`src/sorq_pkg.sv`:
```
package sorq_pkg;

  localparam int NUM_SLOTS = 16;

  localparam int DIST_W  = 13;
  localparam int SLOT_W  = 4;
  localparam int WGT_W   = 9;
  localparam int CONF_W  = 4;
  localparam int TOTAL_W = 5;
  localparam int CFG_IDX_W = 3;

  // register indexes
  localparam logic [CFG_IDX_W-1:0] REG_MIN_DIST   = 3'd0;
  localparam logic [CFG_IDX_W-1:0] REG_MAX_DIST   = 3'd1;
  localparam logic [CFG_IDX_W-1:0] REG_OCC_THRESH = 3'd2;
  localparam logic [CFG_IDX_W-1:0] REG_FREE_THRESH = 3'd3;
  localparam logic [CFG_IDX_W-1:0] REG_WEIGHT     = 3'd4;
  localparam logic [CFG_IDX_W-1:0] REG_OCC_CONF   = 3'd5;
  localparam logic [CFG_IDX_W-1:0] REG_REL_CONF   = 3'd6;

  // slot modes, candidate classes
  localparam logic [1:0] MODE_FREE     = 2'd0;
  localparam logic [1:0] MODE_OCCUPIED = 2'd1;
  localparam logic [1:0] MODE_ERROR    = 2'd2;
  localparam logic [1:0] CAND_AMBIG    = 2'd3;

  // events
  localparam logic [1:0] EVENT_NONE     = 2'd0;
  localparam logic [1:0] EVENT_OCCUPIED = 2'd1;
  localparam logic [1:0] EVENT_FREED    = 2'd2;

  typedef struct packed {
    logic [SLOT_W-1:0] slot_index;
    logic              sensor_ok;
    logic [DIST_W-1:0] raw_distance;
  } in_item_t;

  typedef struct packed {
    logic [SLOT_W-1:0]  slot_echo;
    logic [1:0]         slot_event;
    logic [1:0]         slot_status;
    logic [DIST_W-1:0]  smoothed_distance;
    logic [TOTAL_W-1:0] occupied_total;
    logic [TOTAL_W-1:0] error_total;
    logic [TOTAL_W-1:0] available_total;
  } out_item_t;

  typedef struct packed {
    logic [DIST_W-1:0] min_valid_distance;
    logic [DIST_W-1:0] max_valid_distance;
    logic [DIST_W-1:0] occupied_threshold;
    logic [DIST_W-1:0] free_threshold;
    logic [WGT_W-1:0]  filter_weight;
    logic [CONF_W-1:0] occupy_confirmations;
    logic [CONF_W-1:0] release_confirmations;
  } cfg_t;

endpackage

```
`src/sorq_step.sv`:
```
module sorq_step (
  input  logic             clk,
  input  logic             rst_n,
  input  logic             step_en,
  input  sorq_pkg::in_item_t  item,
  input  sorq_pkg::cfg_t      cfg,
  output sorq_pkg::out_item_t res
);

  logic [1:0]                  mode_r    [sorq_pkg::NUM_SLOTS];
  logic                        saved_r   [sorq_pkg::NUM_SLOTS];
  logic                        pend_r    [sorq_pkg::NUM_SLOTS];
  logic [sorq_pkg::CONF_W-1:0] tally_r   [sorq_pkg::NUM_SLOTS];
  logic [sorq_pkg::DIST_W-1:0] filt_r    [sorq_pkg::NUM_SLOTS];
  logic                        primed_r  [sorq_pkg::NUM_SLOTS];
  logic [sorq_pkg::TOTAL_W-1:0] occ_r, flt_r;

  logic [1:0]                  mode_nxt;
  logic                        saved_nxt;
  logic                        pend_nxt;
  logic [sorq_pkg::CONF_W-1:0] tally_nxt;
  logic [sorq_pkg::DIST_W-1:0] filt_nxt;
  logic                        primed_nxt;
  logic [sorq_pkg::TOTAL_W-1:0] occ_nxt, flt_nxt;

  logic [sorq_pkg::SLOT_W-1:0] s;
  logic [1:0]                  mode_cur;
  logic [sorq_pkg::DIST_W-1:0] filt_cur;
  logic                        reading_ok;
  logic [sorq_pkg::WGT_W-1:0]  w_eff;
  logic signed [13:0]          diff;
  logic signed [23:0]          prod;
  logic signed [23:0]          acc;
  logic [1:0]                  cand;
  logic [sorq_pkg::CONF_W-1:0] tally_inc;
  logic [sorq_pkg::CONF_W-1:0] need;
  logic [1:0]                  rec;
  logic [1:0]                  event_c;

  assign s        = item.slot_index;
  assign mode_cur = mode_r[s];
  assign filt_cur = filt_r[s];

  assign reading_ok = item.sensor_ok &&
                      (item.raw_distance >= cfg.min_valid_distance) &&
                      (item.raw_distance <= cfg.max_valid_distance);

  always_comb begin
    if (cfg.filter_weight == '0) begin
      w_eff = sorq_pkg::WGT_W'(1);
    end else if (cfg.filter_weight > sorq_pkg::WGT_W'(256)) begin
      w_eff = sorq_pkg::WGT_W'(256);
    end else begin
      w_eff = cfg.filter_weight;
    end
  end

  // old*256 + w*(raw-old) + 128, then >> 8
  assign diff = $signed({1'b0, item.raw_distance}) - $signed({1'b0, filt_cur});
  assign prod = 24'(diff * $signed({1'b0, w_eff}));
  assign acc  = $signed({3'b000, filt_cur, 8'h00}) + prod + 24'sd128;

  always_comb begin
    mode_nxt   = mode_cur;
    saved_nxt  = saved_r[s];
    pend_nxt   = pend_r[s];
    tally_nxt  = tally_r[s];
    filt_nxt   = filt_cur;
    primed_nxt = primed_r[s];
    event_c    = sorq_pkg::EVENT_NONE;
    cand       = sorq_pkg::CAND_AMBIG;
    tally_inc  = '0;
    need       = '0;
    rec        = sorq_pkg::MODE_FREE;

    if (!reading_ok) begin
      if (mode_cur != sorq_pkg::MODE_ERROR) begin
        saved_nxt = mode_cur[0];
        mode_nxt  = sorq_pkg::MODE_ERROR;
      end
    end else begin
      primed_nxt = 1'b1;
      if (!primed_r[s]) begin
        filt_nxt = item.raw_distance;
      end else begin
        filt_nxt = acc[20:8];
      end

      if (filt_nxt <= cfg.occupied_threshold) begin
        cand = sorq_pkg::MODE_OCCUPIED;
      end else if (filt_nxt >= cfg.free_threshold) begin
        cand = sorq_pkg::MODE_FREE;
      end

      if (mode_cur == sorq_pkg::MODE_ERROR) begin
        rec       = (cand == sorq_pkg::CAND_AMBIG) ? {1'b0, saved_r[s]} : cand;
        mode_nxt  = rec;
        pend_nxt  = 1'b0;
        tally_nxt = '0;
        if (rec != {1'b0, saved_r[s]}) begin
          event_c = (rec == sorq_pkg::MODE_OCCUPIED) ? sorq_pkg::EVENT_OCCUPIED
                                                     : sorq_pkg::EVENT_FREED;
        end
      end else if (cand == sorq_pkg::CAND_AMBIG || cand == mode_cur) begin
        pend_nxt  = 1'b0;
        tally_nxt = '0;
      end else begin
        if (cand[0] == pend_r[s]) begin
          tally_inc = (tally_r[s] == '1) ? tally_r[s] : tally_r[s] + 1'b1;
        end else begin
          tally_inc = sorq_pkg::CONF_W'(1);
        end
        need = (cand == sorq_pkg::MODE_OCCUPIED) ? cfg.occupy_confirmations
                                                 : cfg.release_confirmations;
        if (need == '0) begin
          need = sorq_pkg::CONF_W'(1);
        end
        if (tally_inc < need) begin
          pend_nxt  = cand[0];
          tally_nxt = tally_inc;
        end else begin
          mode_nxt  = cand;
          pend_nxt  = 1'b0;
          tally_nxt = '0;
          event_c   = (cand == sorq_pkg::MODE_OCCUPIED) ? sorq_pkg::EVENT_OCCUPIED
                                                        : sorq_pkg::EVENT_FREED;
        end
      end
    end
  end

  assign occ_nxt = occ_r
                 + {4'b0000, mode_nxt == sorq_pkg::MODE_OCCUPIED}
                 - {4'b0000, mode_cur == sorq_pkg::MODE_OCCUPIED};
  assign flt_nxt = flt_r
                 + {4'b0000, mode_nxt == sorq_pkg::MODE_ERROR}
                 - {4'b0000, mode_cur == sorq_pkg::MODE_ERROR};

  always_comb begin
    res.slot_echo         = s;
    res.slot_event        = event_c;
    res.slot_status       = mode_nxt;
    res.smoothed_distance = filt_nxt;
    res.occupied_total    = occ_nxt;
    res.error_total       = flt_nxt;
    res.available_total   = sorq_pkg::TOTAL_W'(sorq_pkg::NUM_SLOTS) - occ_nxt - flt_nxt;
  end

  always_ff @(posedge clk) begin
    if (!rst_n) begin
      for (int i = 0; i < sorq_pkg::NUM_SLOTS; i++) begin
        mode_r[i]   <= sorq_pkg::MODE_FREE;
        saved_r[i]  <= 1'b0;
        pend_r[i]   <= 1'b0;
        tally_r[i]  <= '0;
        filt_r[i]   <= '0;
        primed_r[i] <= 1'b0;
      end
      occ_r <= '0;
      flt_r <= '0;
    end else if (step_en) begin
      mode_r[s]   <= mode_nxt;
      saved_r[s]  <= saved_nxt;
      pend_r[s]   <= pend_nxt;
      tally_r[s]  <= tally_nxt;
      filt_r[s]   <= filt_nxt;
      primed_r[s] <= primed_nxt;
      occ_r       <= occ_nxt;
      flt_r       <= flt_nxt;
    end
  end

endmodule

```
`src/slot_occupancy_qualifier.sv`:
```
// flow: an accepted reading is held in the input register and moves into the result
//   register when the result stage can advance; out_valid rises as that register is loaded
// throughput: one reading per cycle, sustained while out_ready is high; each slot's state
//   is read and written back in the same cycle as the result register is loaded
// reset (rst_n, synchronous): all slots free, filters unprimed, totals zero,
//   registers at their defaults, both pipeline stages empty
module slot_occupancy_qualifier (
  input  logic                            clk,
  input  logic                            rst_n,
  input  logic                            in_valid,
  output logic                            in_ready,
  input  sorq_pkg::in_item_t              in_data,
  output logic                            out_valid,
  input  logic                            out_ready,
  output sorq_pkg::out_item_t             out_data,
  input  logic                            cfg_valid,
  output logic                            cfg_ready,
  input  logic [sorq_pkg::CFG_IDX_W-1:0]  cfg_index,
  input  logic [sorq_pkg::DIST_W-1:0]     cfg_data
);

  sorq_pkg::cfg_t      cfg_r;
  sorq_pkg::in_item_t  in_r;
  logic                in_vld_r;
  sorq_pkg::out_item_t out_r;
  logic                out_vld_r;
  sorq_pkg::out_item_t res;
  logic                advance;
  logic                step_en;

  assign cfg_ready = 1'b1;
  assign advance   = !out_vld_r || out_ready;
  assign step_en   = in_vld_r && advance;
  assign in_ready  = !in_vld_r || advance;
  assign out_valid = out_vld_r;
  assign out_data  = out_r;

  always_ff @(posedge clk) begin
    if (!rst_n) begin
      cfg_r.min_valid_distance    <= 13'd32;
      cfg_r.max_valid_distance    <= 13'd6400;
      cfg_r.occupied_threshold    <= 13'd800;
      cfg_r.free_threshold        <= 13'd1600;
      cfg_r.filter_weight         <= 9'd77;
      cfg_r.occupy_confirmations  <= 4'd3;
      cfg_r.release_confirmations <= 4'd3;
    end else if (cfg_valid && cfg_ready) begin
      unique case (cfg_index)
        sorq_pkg::REG_MIN_DIST:    cfg_r.min_valid_distance    <= cfg_data;
        sorq_pkg::REG_MAX_DIST:    cfg_r.max_valid_distance    <= cfg_data;
        sorq_pkg::REG_OCC_THRESH:  cfg_r.occupied_threshold    <= cfg_data;
        sorq_pkg::REG_FREE_THRESH: cfg_r.free_threshold        <= cfg_data;
        sorq_pkg::REG_WEIGHT:      cfg_r.filter_weight         <= cfg_data[sorq_pkg::WGT_W-1:0];
        sorq_pkg::REG_OCC_CONF:    cfg_r.occupy_confirmations  <= cfg_data[sorq_pkg::CONF_W-1:0];
        sorq_pkg::REG_REL_CONF:    cfg_r.release_confirmations <= cfg_data[sorq_pkg::CONF_W-1:0];
        default: ;
      endcase
    end
  end

  // input stage
  always_ff @(posedge clk) begin
    if (!rst_n) begin
      in_vld_r <= 1'b0;
    end else if (in_valid && in_ready) begin
      in_vld_r <= 1'b1;
    end else if (step_en) begin
      in_vld_r <= 1'b0;
    end
  end

  always_ff @(posedge clk) begin
    if (in_valid && in_ready) begin
      in_r <= in_data;
    end
  end

  sorq_step u_step (
    .clk     (clk),
    .rst_n   (rst_n),
    .step_en (step_en),
    .item    (in_r),
    .cfg     (cfg_r),
    .res     (res)
  );

  // result stage
  always_ff @(posedge clk) begin
    if (!rst_n) begin
      out_vld_r <= 1'b0;
    end else if (advance) begin
      out_vld_r <= in_vld_r;
    end
  end

  always_ff @(posedge clk) begin
    if (step_en) begin
      out_r <= res;
    end
  end

  a_totals_sum: assert property (@(posedge clk) disable iff (!rst_n)
    out_vld_r |-> (out_r.occupied_total + out_r.error_total + out_r.available_total
                   == sorq_pkg::TOTAL_W'(sorq_pkg::NUM_SLOTS)))
    else $error("slot totals do not add up");

  a_event_status: assert property (@(posedge clk) disable iff (!rst_n)
    (out_vld_r && out_r.slot_event == sorq_pkg::EVENT_OCCUPIED)
      |-> out_r.slot_status == sorq_pkg::MODE_OCCUPIED)
    else $error("occupied event without occupied status");

  a_free_event_status: assert property (@(posedge clk) disable iff (!rst_n)
    (out_vld_r && out_r.slot_event == sorq_pkg::EVENT_FREED)
      |-> out_r.slot_status == sorq_pkg::MODE_FREE)
    else $error("free event without free status");

  a_step_loads_result: assert property (@(posedge clk) disable iff (!rst_n)
    step_en |=> out_vld_r)
    else $error("transfer into result stage lost");

endmodule
```
`config.mk`:
```
export PLATFORM = sky130hd
export DESIGN_NAME = slot_occupancy_qualifier
export DESIGN_NICKNAME = d
export VERILOG_FILES = /design/src/sorq_pkg.sv /design/src/sorq_step.sv /design/src/slot_occupancy_qualifier.sv
export SDC_FILE = /design/constraint.sdc
export NUM_CORES = 1
export LEC_CHECK = 0
export BUFFER_PORTS_ARGS = -buffer_cell sky130_fd_sc_hd__buf_2
export CORE_MARGIN = 2
export CORE_UTILIZATION = 50
export DETAILED_ROUTE_END_ITERATION = 8
export GPL_ROUTABILITY_DRIVEN = 0
export PLACE_DENSITY_LB_ADDON = 0.3
export SYNTH_ARGS = -nofsm -noshare
export SYNTH_HDL_FRONTEND = slang
export SYNTH_SLANG_ARGS = --single-unit
```
`constraint.sdc`:
```
create_clock -name clk -period 18 [get_ports clk]
set_input_delay 3.6 -clock clk [delete_from_list [all_inputs] [get_ports clk]]
set_output_delay 3.6 -clock clk [all_outputs]
set_load 0.005 [all_outputs]
```
=== Word level (Yosys, flattened, before mapping) ===
Memories as Yosys holds them, arrays and structs flattened. A register that Yosys moved wholly into a read port is not among the register bits.
Index checks and enable logic that the tools add are counted.

* Mux-type cells: 71
* Equality and inequality tests: 18
* Multipliers: 1
* Divide/modulo/power cells: 0
* Reduce and logical (&&, ||, !) cells: 26
* Bitwise gates (word level): 0
* Magnitude comparators: 6
* $add $sub $neg: 10
* Shifts and indexed selects: 0

{| class="wikitable"
|+ Operators with widths
! kind !! number
|-
| 4-bit two-way mux || 27
|-
| 13-bit two-way mux || 4
|-
| 2-bit two-way mux || 16
|-
| 13-bit >= comparator || 2
|-
| 13-bit <= comparator || 2
|-
| 1-bit two-way mux || 22
|-
| 21-bit adder || 1
|-
| 21-bit by 9-bit adder with 21-bit output (second input constant) || 1
|-
| 14-bit by 10-bit multiplier with 21-bit output || 1
|-
| 9-bit two-way mux || 2
|-
| 2-bit AND reduction || 7
|-
| 13-bit by 13-bit subtractor with 14-bit output || 1
|-
| 13-bit OR reduction || 1
|-
| 5-bit by 1-bit adder with 5-bit output || 2
|-
| 5-bit by 1-bit subtractor with 5-bit output || 2
|-
| 3-bit equality test (second input constant) || 3
|-
| 9-bit greater-than comparator (second input constant) || 1
|-
| 9-bit logical NOT || 1
|-
| 2-bit by 1-bit equality test with 1-bit output (second input constant) || 4
|-
| 2-bit equality test (second input constant) || 3
|-
| 3-bit by 2-bit equality test with 1-bit output (second input constant) || 2
|-
| 5-bit subtractor || 1
|-
| 5-bit subtractor (first input constant) || 1
|-
| 4-bit by 1-bit adder with 4-bit output (second input constant) || 1
|-
| other kinds (16) || 24
|}

* Input port bits: 39
* Flip-flop bits (word level): 135
* Logic and storage cells: 159
* Memory bits (read-only): 0
* Memories: 6
* RAM bits: 352
* Output and inout bits: 39
* Latch bits: 0

{| class="wikitable"
|+ Memory list
! memory !! words !! bits a word !! rd ports !! clocked after memory_dff !! write ports !! line !! source
|-
| u_step.filt_r || 16 || 13 || 1 || 1 || 16 || sorq_step.sv:14 || <nowiki>logic [sorq_pkg::DIST_W-1:0] filt_r [sorq_pkg::NUM_SLOTS];</nowiki>
|-
| u_step.tally_r || 16 || 4 || 1 || 1 || 16 || sorq_step.sv:13 || <nowiki>logic [sorq_pkg::CONF_W-1:0] tally_r [sorq_pkg::NUM_SLOTS];</nowiki>
|-
| u_step.mode_r || 16 || 2 || 1 || 1 || 16 || sorq_step.sv:10 || <nowiki>logic [1:0] mode_r [sorq_pkg::NUM_SLOTS];</nowiki>
|-
| u_step.pend_r || 16 || 1 || 1 || 1 || 16 || sorq_step.sv:12 || <nowiki>logic pend_r [sorq_pkg::NUM_SLOTS];</nowiki>
|-
| u_step.primed_r || 16 || 1 || 1 || 1 || 16 || sorq_step.sv:15 || <nowiki>logic primed_r [sorq_pkg::NUM_SLOTS];</nowiki>
|-
| u_step.saved_r || 16 || 1 || 1 || 1 || 16 || sorq_step.sv:11 || <nowiki>logic saved_r [sorq_pkg::NUM_SLOTS];</nowiki>
|}

=== Longest topological paths before layout ===
Gate-level depths: netlist of the first run.

* Word-level depth: 29
* Gate-level depth with buffers: 65
* Gate-level depth less buffers: 58

=== Hierarchy ===
Synthesis of the first run repeated with hierarchy kept, for this count alone.

* Cell total of the unflattened synthesis: 2350
* Area, all modules: 27675.3 µm²

{| class="wikitable"
|+ By module, submodules not included
! module !! cells each !! sequential area each (µm²) !! times used !! area an instance (µm²)
|-
| sorq_step || 2024 || 10289.9 || 1 || 23278.6
|-
| slot_occupancy_qualifier || 326 || 3042.9 || 1 || 4396.7
|}

=== Worst setup path after synthesis of the first run ===
OpenSTA, ideal clock, no wires.

* Path kind: register -> register
* From: register with a tool-made name
* To: register out_r, in the netlist out_data[4], data pin
* Slack: 3.682 ns
* Path buffers: 7
* Cell stages (with the launch flop): 61
* Data required time: 17.736 ns
* Setup time: 0.264 ns
* Period minus slack after synthesis: 14.318 ns
* Arrival: 14.054 ns
* Cell sequence: dfxtp_1 buf_6 buf_8 buf_8 buf_8 buf_6 buf_4 buf_4 mux4_2 mux4_2 inv_1 ha_1 nor2b_1 o21ai_0 a21oi_1 a2111oi_0 o22ai_1 nor2_1 [... 25 more ...] xor2_1 nor2_1 ha_1 o21ai_0 nor4_1 o41ai_4 nor3_1 a211oi_1 ha_1 fa_1 xnor2_1 ha_1 ha_1 a21o_1 a21oi_1 xor2_1 xnor2_1 xnor2_1

{| class="wikitable"
|+ RTL lines
! what !! line !! source
|-
| to (signal assigned) || slot_occupancy_qualifier.sv:98 || <nowiki>out_r <= res;</nowiki>
|-
| to (decl) || slot_occupancy_qualifier.sv:25 || <nowiki>sorq_pkg::out_item_t out_r;</nowiki>
|}

==> results of run 1 <==
## per-stage QoR
| stage | instance area, sq um | hold slack [ps] | utilization, % | power [W] | setup WS [ps] |
|---|---|---|---|---|---|
| floorplan | 27730 | 424.4 | - | 0.003550 | 3682 |
| global placement | 28650 | 444.5 | 52.10 | 0.004107 | 2761 |
| detailed placement | 28650 | 451.1 | 52.10 | 0.004169 | 2303 |
| CTS | 30310 | 458.8 | 55.13 | 0.005223 | 2188 |
| global route | 30310 | 470.7 | 55.13 | 0.005608 | 998.5 |
| finish | 30310 | 456.2 | 55.13 | 0.005206 | 2172 |
## state kept, by name, indices dropped and copies added, names as in the netlist, named ones only
signal and count:
cfg_r 69, in_r 18, in_vld_r 1, out_data 36, out_valid 1, u_step.filt_r 208, u_step.flt_r 5, u_step.mode_r 32
u_step.occ_r 5, u_step.pend_r 16, u_step.primed_r 16, u_step.saved_r 16, u_step.tally_r 64
## area by class of cell
type | count | area share (%)
clock inverters | 29 | 0.7182
multi-input cells | 1530 | 42.10
flip-flops and latches | 491 | 44.27
inverters | 224 | 2.774
well taps | 748 | 3.087
repair buffers | 117 | 2.278
clock buffers | 68 | 4.771
## cells in the final DEF (no fill, tap or decap), types with 40 or more instances in the layout
cell,instances
nor2_1,385
edfxtp_1,358
nand2_1,226
inv_1,221
ha_1,133
dfxtp_1,131
fa_1,112
mux4_2,96
buf_2,75
nand3_1,70
a21boi_0,56
o21ai_0,53
clkbuf_16,53
a21oi_1,47
buf_4,42
xnor2_1,40
## Yosys cell counts (all sizes together), types with 21 or more instances
cell type | n | area share, %
nand2 | 228 | 3.1
mux2i | 22 | 0.93
edfxtp | 358 | 39
fa | 112 | 8.1
o21ai | 70 | 1.5
buf | 55 | 1.5
clkbuf | 78 | 1.1
ha | 133 | 6.0
a21oi | 51 | 1.0
inv | 224 | 3.0
nand3 | 72 | 1.3
nor2 | 395 | 5.4
xnor2 | 40 | 1.3
nor2b | 27 | 0.61
dfxtp | 133 | 9.6
a21boi | 56 | 1.5
a21o | 21 | 0.57
mux4 | 105 | 8.6
## per-layer routing
metal	vias up	part of all wire, %	global-route usage (%)	wire length (um)
met4	0	3.3	9.015	2455
met5	-	0	0	0
li1	8310	-	-	-
met3	170	7.8	4.114	5727
met2	802	49	44.74	36250
met1	9435	39	34.14	28860
## power by group
part,total (W),switching (W),internal (W),leakage (nW)
combinational,0.00286,0.00160,0.00125,6.47
sequential,0.00130,0.0000297,0.00127,4.73
clock,0.00105,0.000463,0.000585,0.828
## logic make-up (layout without fill, tap and decap cells)
group	count (synthesis)	after routing	synth area share, %
xor+xnor	53	53	1.755
compound gates	281	281	7.309
buf+inv	357	438	5.617
fa+ha+maj	245	245	14.09
flops	491	491	48.37
mux	137	137	9.985
other cells	1	1	0.01352
simple gates	813	813	12.87
## worst paths after layout
path / from / endpoint
worst max-delay path: flop / out_data[4]$_DFFE_PP_
worst min-delay path: u_step.pend_r[8]$_DFF_P_ / u_step.pend_r[8]$_DFF_P_
worst max register to register: flop / out_data[4]$_DFFE_PP_
worst min register to register: u_step.pend_r[8]$_DFF_P_ / u_step.pend_r[8]$_DFF_P_
## worst min-delay path, delay by kind of cell, from the launching register on
kind | cells | cell delay, ps
AOI/OAI and AO/OA | 1 | 50
DFF | 1 | 300
and+or+nand+nor | 1 | 60
==> reports/metrics.cfg, run 1 <==
[status]
outcome = completed

[yosys]
ys_ff_latch = 491
synth.avg_cell_area_sq_um = 11.66
async_reset_ff_share_pct = 0
syn-cell-area_sq_um = 27730
postSynthCellCount = 2378
synth_edf_count = 358
yosysSeqAreaShare_pct = 48.37
synth_flop_cell = edfxtp_1
syn_nets = 2662
synth_cell_types = 83
yosys_warnings = 0

[detailed_routing]
dr.pass1.iters = 5
viasPerCell = 5.836
ant_nets = 0
wirelength_um = 73300
wl_per_cell_um = 22.86
drcViolationCount = 0
vias = 18720
dr.first_iter.drc_count = 1553

[layout]
final_cell_count_no_fill = 3207
drive_above_1_share_pct = 15.37
multiInputGateArea_sq_um = 12760
fin_nets = 2700
fillers = 4624
syn2layout_area_growth_pct = 9.312
seqCellArea_sq_um = 13420
antenna-diode-count = 0

[die]
row_count = 86
ios = 78
coreArea_sq_um = 54990
start_util_pct = 50.43
die-height_um = 239.5
die_area_sq_um = 57360
die_w_um = 239.5

[cts]
cts.reportedPaths.clkPinSlew_ps = 60
clock-sinks = 491
ctsHtreeMaxLevel = 2
root_buffer = clkbuf_16
cts.repair.resized = 0
clk_path_buf_depth = 3
post-cts-setup-buffers = 0
cts_buffers = 52
clkLatencyLatePin_ps = 620
cts_tree = built
hold_buffers = 0

[critical_path]
crit_slowest_cell = dfxtp_4
worstPathMaxFanout = 33
crit_family = adder cells
ff2ff_path_depth = 53
required_ps = 18350
startpoint_type = flop
criticalPathCategory = reg2reg
cp-end-kind = flop
cp.depth = 53
r2r_setup_slack_ps = 2170
worstPathArrival_ps = 16180
slowest_delay_ps = 810
path_buf_inv = 2
cpMostUsedCell = ha_1

[power]
p_per_area_nw_per_um2 = 171.7
ir_drop_mv = 0.2627
p_leak_nw = 12.03

[sta]
setup_viol = 0
tightest_slew_ps = 1076
finalClockSkew_ps = 39.59
relSlewSlack_pct = 28.25
rsz0062_at_grt = no
setup_tns_ps = 0
fin_crit_sh_pct = 87.93
drv_slew = 0
hold_violations = 0
fmax_ghz = 0.06318
post-route-min-period_ps = 15830

[global_routing]
grt.overflow.total = 0
grt_max_degree = 90
track_usage_pct = 26.22
grt_pass1_vias = 18880
grt_pass1_wl_um = 112700
grt_antenna_before_repair = 0

[worst_hold_path]
hold_path.class = reg2reg
min_delay_path_depth = 2

[placed_design]
dp_cells = 3110
dpl.hpwl_um = 49400
io_buffer_count = 76

[run]
maxCapViolations = 0

(Power assumes the default switching activity.)
==> run 2: changes to the inputs <==
- CORE_ASPECT_RATIO: not set -> 1.5
- CORE_MARGIN: 2 -> not set
==> run 2 against run 1 <==
Setup slack improved by 310 ps. Clock power decreased by 9%. Maximum frequency increased by 2.0%. Core utilization decreased by 0.32 points. Critical path depth decreased by 1. Via count decreased by 0.82%. Power decreased by 0.24%.
==> reports/metrics.cfg, run 2 (same netlist as run 1, synthesis figures left out) <==
[status]
outcome = completed  ; unchanged

[layout]
syn2layout_area_growth_pct = 8.279  ; was 9.312%
fin_nets = 2688  ; was 2700
final_cell_mix = 385 x nor2_1, 358 x edfxtp_1, 226 x nand2_1  ; unchanged
largest_register = u_step.filt_r  ; unchanged
fillers = 4521  ; was 4624
final_util_pct = 54.81  ; was 55.13%
drive_above_1_share_pct = 14.86  ; was 15.37%
final_common_cell = nor2_1  ; unchanged
seqCellArea_sq_um = 13420  ; unchanged
multiInputGateArea_sq_um = 12760  ; unchanged
largestRegisters = u_step.filt_r (208), cfg_r (69), u_step.tally_r (64)  ; unchanged
largest_reg_flops = 208  ; unchanged
final_cell_count_no_fill = 3137  ; was 3207
antenna-diode-count = 0  ; unchanged

[critical_path]
cp-end-kind = flop  ; unchanged
required_ps = 18320  ; was 18350 ps
criticalPathCategory = reg2reg  ; unchanged
startpoint_type = flop  ; unchanged
slowest_delay_ps = 1010  ; was 810 ps
worstPathMaxFanout = 49  ; was 33
worstPathArrival_ps = 15830  ; was 16180 ps
path_buf_inv = 1  ; was 2
crit_slowest_cell = dfxtp_4  ; unchanged
crit_family = adder cells  ; unchanged
r2r_setup_slack_ps = 2490  ; was 2170 ps

[global_routing]
grt_antenna_before_repair = 0  ; unchanged
grt_max_degree = 106  ; was 90
grt_pass1_vias = 19380  ; was 18.88k
grt_pass1_wl_um = 111300  ; was 112700 um
track_usage_pct = 26.26  ; was 26.22%
grt.overflow.total = 0  ; unchanged

[worst_hold_path]
hold_path.class = reg2reg  ; unchanged

[cts]
cts.repair.resized = 0  ; unchanged
clock-sinks = 491  ; unchanged
cts_tree = built  ; unchanged
clk_path_buf_depth = 3  ; unchanged
ctsHtreeMaxLevel = 2  ; unchanged
post-cts-setup-buffers = 0  ; unchanged
root_buffer = clkbuf_16  ; unchanged
cts.reportedPaths.clkPinSlew_ps = 70  ; was 60 ps
hold_buffers = 0  ; unchanged
cts_buffers = 46  ; was 52
clkLatencyLatePin_ps = 600  ; was 620 ps

[sta]
drv_slew = 0  ; unchanged
fmax_ghz = 0.06446  ; was 0.06318 GHz
setup_ws_ps = 2487  ; was 2172 ps
hold_violations = 0  ; unchanged
tightest_slew_ps = 1159  ; was 1076 ps
rsz0062_at_grt = no  ; unchanged
post-route-min-period_ps = 15510  ; was 15830 ps
fin_crit_sh_pct = 86.19  ; was 87.93%
finalClockSkew_ps = 31.12  ; was 39.59 ps
setup_tns_ps = 0  ; unchanged
setup_viol = 0  ; unchanged
relSlewSlack_pct = 22.54  ; was 28.25%

[die]
die_w_um = 194.3  ; was 239.5 um
die_area_sq_um = 56430  ; was 57360 sq um
row_count = 105  ; was 86
ios = 78  ; unchanged
die-height_um = 290.4  ; was 239.5 um
start_util_pct = 50.62  ; was 50.43%
coreArea_sq_um = 54780  ; was 54990 sq um

[detailed_routing]
drcViolationCount = 0  ; unchanged
wl_per_cell_um = 23.25  ; was 22.86 um
ant_nets = 0  ; unchanged
wirelength_um = 72940  ; was 73300 um
viasPerCell = 5.917  ; was 5.836
vias = 18560  ; was 18.72k
dr.first_iter.drc_count = 1678  ; was 1553
dr.pass1.iters = 7  ; was 5

[power]
p_total_w = 0.005193  ; was 0.005206 W
p_leak_nw = 11.89  ; was 12.03 nW
p_per_area_nw_per_um2 = 173.0  ; was 171.7 nW/um^2
ir_drop_mv = 0.2747  ; was 0.2627 mV

[placed_design]
pre_cts_ws_ps = 2602  ; was 2303 ps
dp_cells = 3051  ; was 3110
io_buffer_count = 76  ; unchanged
dpl.hpwl_um = 50490  ; was 49400 um

[run]
maxCapViolations = 0  ; unchanged

[run 2: power by group]
part | total [W] | internal [W] | leakage, nW | switching, W
combinational | 0.00293 | 0.00127 | 6.44 | 0.00167
sequential | 0.00130 | 0.00127 | 4.73 | 0.0000313
clock | 0.000957 | 0.000516 | 0.719 | 0.000441
[run 2: tightest hold or removal path, delay by kind of cell (launching register included)]
kind	cells	cell delay (ps)
compound gates	1	50
simple gates	1	60
flops	1	310
[run 2: worst paths after layout]
path	startpoint	to	cells past startpoint
setup / recovery	flop	out_data[4]$_DFFE_PP_	52
hold / removal	u_step.pend_r[4]$_DFF_P_	u_step.pend_r[4]$_DFF_P_	2
setup reg to reg	flop	out_data[4]$_DFFE_PP_	52
hold reg to reg	u_step.pend_r[4]$_DFF_P_	u_step.pend_r[4]$_DFF_P_	2
[run 2: through the flow]
step | area, sq um | hold WS [ps]
finish | 30030 | 462.5
global route | 30030 | 484.5
CTS | 30030 | 461.6
detailed placement | 28540 | 452.3
global placement | 28540 | 442.2
floorplan | 27730 | 424.4
[run 2: per-layer routing]
| metal | vias up | track usage (%) | part of all wire [%] |
|---|---|---|---|
| li1 | 8269 | - | - |
| met1 | 9242 | 28.48 | 35 |
| met2 | 784 | 47.70 | 52 |
| met3 | 268 | 3.377 | 5.6 |
| met4 | 0 | 17.60 | 7.3 |
| met5 | - | 0 | 0 |
[run 2: cell type report]
type,instances,share of cell area [%]
sequential,491,44.69
clock inverter,30,0.7917
inverter,224,2.800
timing repair buffer,111,2.150
clock buffer,56,4.167
tap,695,2.896
multi-input combinational,1530,42.50
==> run 3: changes to the inputs <==
- ABC_AREA: not set -> 1
==> run 3 against run 2 <==
Flip-flop and latch count stayed put. Non-clock buffer count is 8 higher. Clock-buffer cell count is 1 lower. Register-to-register slack better by 910 ps. Cell area is 1.2% higher. Synthesized cell count is 28% higher. Die area is 1.1% higher. First-iteration DRC count is 37% higher. Cell count is 21% higher. Maximum frequency is 6.2% higher. Worst hold slack worse by 3.4 ps. Critical path depth is 15 higher. Highest routed layer unchanged.
==> reports/metrics.cfg, run 3 <==
[sta]
relSlewSlack_pct = 18.17  ; was 22.54%
tightest_slew_ps = 1227  ; was 1159 ps
rsz0062_at_grt = no  ; unchanged
hold_violations = 0  ; unchanged
drv_slew = 0  ; unchanged
post-route-min-period_ps = 14600  ; was 15510 ps
fin_crit_sh_pct = 81.14  ; was 86.19%
setup_tns_ps = 0  ; unchanged
finalClockSkew_ps = 40.36  ; was 31.12 ps
setup_viol = 0  ; unchanged
fmax_ghz = 0.06847  ; was 0.06446 GHz

[run]
maxCapViolations = 0  ; unchanged

[detailed_routing]
dr.pass1.iters = 6  ; was 7
wirelength_um = 84630  ; was 72940 um
ant_nets = 0  ; unchanged
dr.first_iter.drc_count = 2299  ; was 1678
vias = 22670  ; was 18.56k
wl_per_cell_um = 22.32  ; was 23.25 um
viasPerCell = 5.979  ; was 5.917
drcViolationCount = 0  ; unchanged

[yosys]
yosys-top-cells-count = 490 x nor2_1, 379 x nand2_1, 372 x inv_1  ; was 385 x nor2_1, 358 x edfxtp_1, 226 x nand2_1
postSynthCellCount = 3049  ; was 2378
yosysMostFrequentCell = nor2_1  ; unchanged
synth_cell_types = 51  ; was 83
syn-cell-area_sq_um = 28040  ; was 27730 sq um
synthDominantCellAreaShare_pct = 38.33  ; was 38.77%
synth_flop_cell = edfxtp_1  ; unchanged
ys_ff_latch = 491  ; unchanged
syn_nets = 3333  ; was 2662
synth_edf_count = 358  ; unchanged
yosysSeqAreaShare_pct = 47.83  ; was 48.37%
yosys_warnings = 0  ; unchanged
synth.avg_cell_area_sq_um = 9.197  ; was 11.66 sq um
synth_area_leaders = edfxtp_1 38%, dfxtp_1 9.5%, fa_1 8.0%  ; was edfxtp_1 39%, dfxtp_1 9.6%, fa_1 8.1%
yosysTopAreaCell = edfxtp_1  ; unchanged
async_reset_ff_share_pct = 0  ; unchanged

[die]
start_util_pct = 50.46  ; was 50.62%
row_count = 106  ; was 105
coreArea_sq_um = 55570  ; was 54780 sq um
die_area_sq_um = 57060  ; was 56430 sq um
die_w_um = 195.4  ; was 194.3 um
die-height_um = 292.1  ; was 290.4 um
ios = 78  ; unchanged

[global_routing]
grt_pass1_wl_um = 127500  ; was 111300 um
grt_pass1_vias = 22690  ; was 19.38k
grt.overflow.total = 0  ; unchanged
track_usage_pct = 29.46  ; was 26.26%
grt_antenna_before_repair = 0  ; unchanged
grt_max_degree = 101  ; was 106

[layout]
final_common_cell = nor2_1  ; unchanged
drive_above_1_share_pct = 8.479  ; was 14.86%
largest_reg_flops = 208  ; unchanged
fin_nets = 3340  ; was 2688
syn2layout_area_growth_pct = 8.339  ; was 8.279%
largest_register = u_step.filt_r  ; unchanged
largestRegisters = u_step.filt_r (208), cfg_r (69), u_step.tally_r (64)  ; unchanged
final_cell_mix = 490 x nor2_1, 376 x nand2_1, 371 x inv_1  ; was 385 x nor2_1, 358 x edfxtp_1, 226 x nand2_1
antenna-diode-count = 0  ; unchanged

[critical_path]
worstPathMaxFanout = 100  ; was 49
required_ps = 18330  ; was 18320 ps
startpoint_type = flop  ; unchanged
worstPathArrival_ps = 14940  ; was 15830 ps
cp-end-kind = flop  ; unchanged
cpMostUsedCell = nand2_1
crit_slowest_cell = buf_4  ; was dfxtp_4
slowest_delay_ps = 710  ; was 1010 ps
ff2ff_path_depth = 67  ; was 52
criticalPathCategory = reg2reg  ; unchanged

[cts]
clk_path_buf_depth = 3  ; unchanged
ctsHtreeMaxLevel = 2  ; unchanged
cts_buffers = 46  ; unchanged
cts.reportedPaths.clkPinSlew_ps = 60  ; was 70 ps
clock-sinks = 491  ; unchanged
cts_tree = built  ; unchanged
hold_buffers = 0  ; unchanged
post-cts-setup-buffers = 0  ; unchanged
root_buffer = clkbuf_16  ; unchanged
cts.repair.resized = 0  ; unchanged
clkLatencyLatePin_ps = 590  ; was 600 ps

[status]
outcome = completed  ; unchanged

[worst_hold_path]
min_delay_path_depth = 2  ; unchanged
hold_path.class = reg2reg  ; unchanged

[placed_design]
io_buffer_count = 76  ; unchanged
dpl.hpwl_um = 56050  ; was 50490 um

[run 3: cells by family after synthesis]
logic type,share of synthesized area (%)
AO/OA/AOI/OAI,13.15
XOR/XNOR,1.124
adder cells (fa/ha/maj),13.93
buffers and inverters,8.317
flip-flops,47.83
other,0.01337
AND/OR/NAND/NOR,15.63
[run 3: worst paths after layout]
check / endpoint / from / slack (ps)
max: out_data[4]$_DFFE_PP_ / flop / 3400
max reg2reg: out_data[4]$_DFFE_PP_ / flop / 3400
min: cfg_r[57]$_SDFFE_PN0P_ / cfg_r[57]$_SDFFE_PN0P_ / 460
min reg2reg: cfg_r[57]$_SDFFE_PN0P_ / cfg_r[57]$_SDFFE_PN0P_ / 460
[run 3: through the flow]
| stage | instances | util, % | setup WS, ps | hold slack (ps) | cell area (sq um) |
|---|---|---|---|---|---|
| after floorplan | 3049 | - | 5995 | 420.0 | 28040 |
| after global placement | 3710 | 51.81 | 4303 | 445.6 | 28790 |
| after detailed placement | 3710 | 51.81 | 3701 | 445.3 | 28790 |
| after CTS | 3792 | 54.67 | 3716 | 463.7 | 30380 |
| after global routing | 3792 | 54.67 | 2553 | 485.4 | 30380 |
| final | 3792 | 54.67 | 3396 | 459.1 | 30380 |
[run 3: layout make-up]
type                    instances  area (sq um)
clock buffers                  55          1206
clock inverters                27         382.9
fillers                      4870         25190
inverters                     394          1484
multi-input cells            2004         12310
flip-flops and latches        491         13420
well taps                     702         878.3
repair buffers                119         705.7
[run 3: routing by layer]
| metal | up-vias | GRT usage [%] | routed length (um) | part of all wire (%) |
|---|---|---|---|---|
| li1 | 10190 | - | - | - |
| met1 | 10960 | 31.29 | 28540 | 34 |
| met2 | 1154 | 53.78 | 43810 | 52 |
| met3 | 367 | 3.823 | 5853 | 6.9 |
| met4 | 0 | 20.41 | 6427 | 7.6 |
| met5 | - | 0 | 0 | 0 |
[run 3: worst max-delay path, delay by kind of cell, from the launching register on]
kind	cells	cell delay, ps
compound gates	13	2940
xor+xnor	4	1050
fa+ha+maj	13	4980
buf+inv	11	2080
flops	1	510
simple gates	26	2730
Power of run 3 is left out: the tool's default activity adds up to more than one toggle a clock period on the data nets, which glitch-free logic cannot reach.
